<file path="config.mk">
export PLATFORM = sky130hd
export DESIGN_NAME = ffra_ram
export DESIGN_NICKNAME = d
export VERILOG_FILES = /design/src/rtl/assert_macros.svh /design/src/rtl/ffra_ram.sv
export SDC_FILE = /design/constraint.sdc
export NUM_CORES = 2
export LEC_CHECK = 0
export BUFFER_PORTS_ARGS = -buffer_cell sky130_fd_sc_hd__buf_4
export CAP_MARGIN = 20
export CORE_MARGIN = 5
export CORE_UTILIZATION = 60
export CTS_BUF_LIST = sky130_fd_sc_hd__clkbuf_16
export CTS_CLUSTER_SIZE = 25
export DETAILED_ROUTE_END_ITERATION = 16
export PLACE_DENSITY = 0.81
export SLEW_MARGIN = 0
export SYNTH_ARGS = -nofsm -noshare
export SYNTH_HDL_FRONTEND = slang
export SYNTH_SLANG_ARGS = --single-unit
</file>
<file path="constraint.sdc">
create_clock -name clk -period 6.25 [get_ports clk]
set_input_delay 0.3125 -clock clk [delete_from_list [all_inputs] [get_ports clk]]
set_output_delay 0.3125 -clock clk [all_outputs]
set_load 0.005 [all_outputs]
</file>
<file path="src/rtl/assert_macros.svh">
// ----------------------------------------------------------------------------
// Assertion macros
// Shared concurrent assertion helpers for the allocator RTL.
// ----------------------------------------------------------------------------
`ifndef ASSERT_MACROS_SVH
`define ASSERT_MACROS_SVH

// implication checked on every edge outside reset
`define ASSERT_IMPL(label, clk, rst_n, ante, cons) \
  label: assert property (@(posedge clk) disable iff (!rst_n) (ante) |-> (cons)) \
    else $error("assertion failed");

// implication whose consequent is checked in the next cycle
`define ASSERT_NEXT(label, clk, rst_n, ante, cons) \
  label: assert property (@(posedge clk) disable iff (!rst_n) (ante) |=> (cons)) \
    else $error("assertion failed");

`endif

</file>
<file path="src/rtl/ffra_ram.sv">
// ----------------------------------------------------------------------------
// ffra_ram
// Generic single-port-write, single-read RAM with registered read data.
// ----------------------------------------------------------------------------
module ffra_ram #(
  parameter int Width = 64,
  parameter int Depth = 64
) (
  input  logic                     clk,
  input  logic                     wr_en,
  input  logic [$clog2(Depth)-1:0] wr_addr,
  input  logic [Width-1:0]         wr_data,
  input  logic [$clog2(Depth)-1:0] rd_addr,
  output logic [Width-1:0]         rd_data
);

  logic [Width-1:0] mem [Depth];

  always_ff @(posedge clk) begin
    if (wr_en) begin
      mem[wr_addr] <= wr_data;
    end
    rd_data <= mem[rd_addr];
  end

endmodule
</file>
Word level (Yosys, flattened, before mapping)
Memories as Yosys holds them, arrays and structs flattened. A register that Yosys moved wholly into a read port is not among the register bits. Cells that the tools add are included.

Bits in registers: 0. Input port bits: 78. Output and inout bits: 64. Memories: 1. Memory bits (writable): 4096. Word-level logic and storage cells: 3.

Memory list: mem (words 64, width 64, rd ports 1, clocked after Yosys merged registers in 1, write ports 1, line ffra_ram.sv:17) `logic [Width-1:0] mem [Depth];`.

Multiplexer cells: 2.

Operators with widths (number): $mux W1 (2).

Depth between registers and ports, before layout
Depth after elaboration: 2. Depth in mapped cells: 9. Gate-level depth less buffers: 5.

Least setup slack after synthesis
No wires, ideal clock.

Path type: input -> register. Start point: in wr_addr[3]. End point: mem mem[48][0], enable pin. Setup time: 0.564 ns. Data arrival time: 5.184 ns. Required time: 5.686 ns. Cell stages on the path: 4. Slack: 0.502 ns. Buffers on the path: 1. Cells stage by stage: clkbuf_1 -> nor2b_1 -> nand4b_1 -> nor3_1.

RTL lines: start: declaration (line ffra_ram.sv:11) `input logic [$clog2(Depth)-1:0] wr_addr,`; end: declaration (line ffra_ram.sv:17).

No word-level cell before the write port.

Final worst setup path
Start point: in wr_addr[2]. End point: mem mem[31][21], enable pin.

No word-level cell before the write port.

==> results.cfg <==
[clock_network]
tritoncts = built
clock_tree.root_cell = sky130_fd_sc_hd__clkbuf_16
postCtsSetupRepairBufs = 0
clock_path_buffers = 4
cts_h_tree_depth = 5
worst_skew_pair.late_latency_ns = 1.06
clk_sinks = 4160
path_clk_slew_ns = 0.06
cts-buffers-inserted = 396

[setup_path]
timing.critical_path.to_type = register
rr_startpoint = mem[10][28]
crit_required_ns = 6.83
r2r_slack_ns = 3.87
critical_path_buf_inv_count = 3
worst-setup-path-type = primary input to register
cp.arrival_ns = 4.01
worstPathCellList = dlygate4sd3_1 > buf_4 > nand4_1 > nor2_4 > buf_4
number_of_cells_on_the_worst_reg_to_reg_path = 5
crit_path_start_kind = primary input
worst-path-max-fanout = 25
r2r-end = rd_data[28]
slowest_delay_ns = 1.24
cp_top_delay_family = simple AND/OR/NAND/NOR gates
critical_path.slowest_cell = sky130_fd_sc_hd__nor2_4
worst_path_most_repeated_cell = sky130_fd_sc_hd__buf_4

[pwr]
power.density_cell_area_mw_per_mm2 = 327.3
switching_share_pct = 21.79
switching_component_of_the_power_w = 0.01254
design_power_total_w = 0.05756
share_seq_of_total_power_pct = 53.9
p_leak_nw = 55.12
largest_voltage_drop_on_the_vdd_net_v = 0.0004317
cell_internal_pwr_w = 0.04502
clock_power_share_pct = 41.2
p_comb_share_pct = 4.8

[hold_path]
hp-start = rd_addr[4]
classification_of_the_worst_slack_hold_path = primary input to register
min_delay_worst_endpoint = rd_data[44]
hold-path-cell-count = 4

[floorplan]
top_level_pins = 142
die_y_um = 520.5
fp_rows = 187
die_w_um = 520.5
fp.coreArea_mm2 = 0.2595
design.die.area_mm2 = 0.2709
start_util_pct = 60.26

[routing]
detail_route.vias_per_cell = 7.611
detailroute.via_count = 81945
drtAntennaViolNets = 0
dr.first_iter.drc_count = 15763
drcViolationCount = 0
first_pass_iters = 6
avgRoutedWirePerCell_um = 43.54
routed_wirelength_mm = 468.8

[global_routing]
grt_antenna_before_repair = 26
grt_util_all_layers_pct = 34.72
first_pass_grt_wire_length_mm = 651.5
grt_max_degree = 114
overflow = 0
first_global_vias = 83840

[logic_synthesis]
fraction_of_the_mapped_netlist_area_in_compound_gates_pct = 2.477
synth_adder_area_share_pct = 0
synth_edf_count = 4096
synth-xor-area-share_pct = 0
synthArstFlopShare_pct = 0
synth_net_count = 6676
yosysWarnings = 0
synthesized_instance_count = 6598
synth-seq-area-share_pct = 79.49
synth.lib_cells_used.distinct = 33
largest_family_of_logic_cells_by_synthesized_area = multiplexers
post_synthesis_register_bit_count = 4160
synthMuxAreaShare_pct = 15.61
post_synth.cell_area_avg_um2 = 23.70
syn-cell-area_mm2 = 0.1563
synth-main-ff-cell = sky130_fd_sc_hd__edfxtp_1
synthSimpleGateAreaFrac_pct = 1.240

[layout]
areaGrowthSynthToFinish_pct = 12.48
layout-drive-gt1-share_pct = 27.49
num-nets-final = 7105
final_cell_count_no_fill = 10766

[timing]
totalNegativeSetupSlack_ns = 0
tightestPinTransition_ns = 1.278
achievable_clock_frequency_ghz = 0.2918
maxSlewViolCount = 0
final-hold-violation-count = 0
final.period_utilization_pct = 54.83
relSlewSlack_pct = 14.78
setup_viol = 0
rsz_0062_raised_after_global_routing = no
final_critical_path_required_period_ns = 3.427
final.setup_skew_ns = 0.1036

[placement]
placed_instances = 9962
gpl.final_weighted_congestion = 0.8151
hpwl_mm = 216.9
numPortBuffers = 141

[run]
max_cap_viol_count = 0

[outcome]
run_status = complete, no violations
-- repair_timing --
action / 4_1_cts / 5_1_grt
hold buffers: 67 / 0
hold endpoints to repair: 4098 / 0
resized for setup: 0 / 0
-- layer usage --
metal	vias up	share of wire (%)	global-route usage, %
met5	-	0.0098	0
met4	8	7.7	21.69
met3	2003	16	10.08
met2	9136	47	54.06
met1	41488	29	43.68
li1	29310	-	-
-- layout by cell type (no fill, tap or decap), types with 64 or more instances in the layout --
master	count
sky130_fd_sc_hd__buf_4	276
sky130_fd_sc_hd__clkinv_2	76
sky130_fd_sc_hd__o22ai_1	83
sky130_fd_sc_hd__edfxtp_1	4096
sky130_fd_sc_hd__clkinv_1	90
sky130_fd_sc_hd__dlygate4sd3_1	67
sky130_fd_sc_hd__mux4_2	1024
sky130_fd_sc_hd__inv_1	87
sky130_fd_sc_hd__and3_1	64
sky130_fd_sc_hd__a22o_1	88
sky130_fd_sc_hd__mux2i_1	135
sky130_fd_sc_hd__dfxtp_1	64
sky130_fd_sc_hd__nor2_4	65
sky130_fd_sc_hd__clkbuf_16	397
sky130_fd_sc_hd__a22oi_1	168
-- worst max path at each step --
stage | slack [ns] | depth (start not counted) | endpoint | start
CTS | 2.98 | 5 | mem[31][21] | wr_addr[1]
detailed placement | 2.63 | 7 | rd_data[31] | rd_addr[0]
floorplan | 0.50 | 4 | mem[48][0] | wr_addr[3]
global route | 3.00 | 5 | mem[23][27] | wr_addr[2]
global placement | 2.65 | 7 | rd_data[35] | rd_addr[0]
finish | 2.82 | 5 | mem[31][21] | wr_addr[2]
-- state kept, by name, summed over array words and instances, names as in the netlist --
signal,flops
rd_data,64
mem,4096
-- worst register-to-register path: stages, from the launching register on --
cell,delay (ns)
sky130_fd_sc_hd__edfxtp_1,0.41
sky130_fd_sc_hd__mux4_2,0.47
sky130_fd_sc_hd__nor2b_1,0.15
sky130_fd_sc_hd__a211oi_1,0.62
sky130_fd_sc_hd__o22ai_1,0.36
sky130_fd_sc_hd__and3_1,0.28
-- through the flow --
stage / hold slack (ns) / instance area [um2] / util, % / setup slack [ns]
2_1_floorplan: 0.4114 / 156300 / - / 0.5015
3_3_place_gp: 0.6948 / 162300 / 62.56 / 2.650
3_5_place_dp: 0.6990 / 162600 / 62.68 / 2.633
4_1_cts: 0.04221 / 175800 / 67.73 / 2.981
5_1_grt: 0.05584 / 175800 / 67.76 / 3.002
6_report: 0.09223 / 175900 / 67.77 / 2.823
-- cells by family (layout without fill, tap and decap cells) --
family | Yosys count | in the layout
DFF | 4160 | 4160
muxes | 1159 | 1159
AOI/OAI and AO/OA | 504 | 504
buffers and inverters | 389 | 1132
and+or+nand+nor | 386 | 386
other | 0 | 23
-- Yosys cell counts (58+ instances only) --
master / instances / area (um2)
sky130_fd_sc_hd__nand2_1: 58 / 217.7
sky130_fd_sc_hd__dfxtp_1: 64 / 1281
sky130_fd_sc_hd__o22ai_1: 83 / 519.3
sky130_fd_sc_hd__mux2i_1: 135 / 1351
sky130_fd_sc_hd__and3_1: 64 / 400.4
sky130_fd_sc_hd__a22oi_1: 168 / 1261
sky130_fd_sc_hd__nor2_1: 112 / 420.4
sky130_fd_sc_hd__clkbuf_1: 140 / 525.5
sky130_fd_sc_hd__edfxtp_1: 4096 / 123000
sky130_fd_sc_hd__mux4_2: 1024 / 23060
sky130_fd_sc_hd__a211oi_1: 63 / 473.0
sky130_fd_sc_hd__a22o_1: 88 / 770.7
sky130_fd_sc_hd__buf_2: 170 / 850.8
-- power groups by stage --
stage	Clock [W]	Sequential (W)	Combinational (W)
finish	0.0237	0.0310	0.00279
global placement	0	0.0316	0.00250
CTS	0.0237	0.0310	0.00274
floorplan	0	0.0315	0.00144
global route	0.0250	0.0310	0.00287
detailed placement	0	0.0316	0.00258
-- layout make-up --
| cell class | count | area [um2] |
|---|---|---|
| Timing Repair Buffer | 401 | 3969 |
| Fill cell | 13812 | 83620 |
| Inverter | 19 | 71.32 |
| Antenna cell | 23 | 57.56 |
| Multi-Input combinational cell | 2049 | 30780 |
| Clock inverter | 315 | 2514 |
| Tap cell | 3402 | 4257 |
| Clock buffer | 397 | 9935 |
| Sequential cell | 4160 | 124300 |
Power figures use the tool's default switching activity.
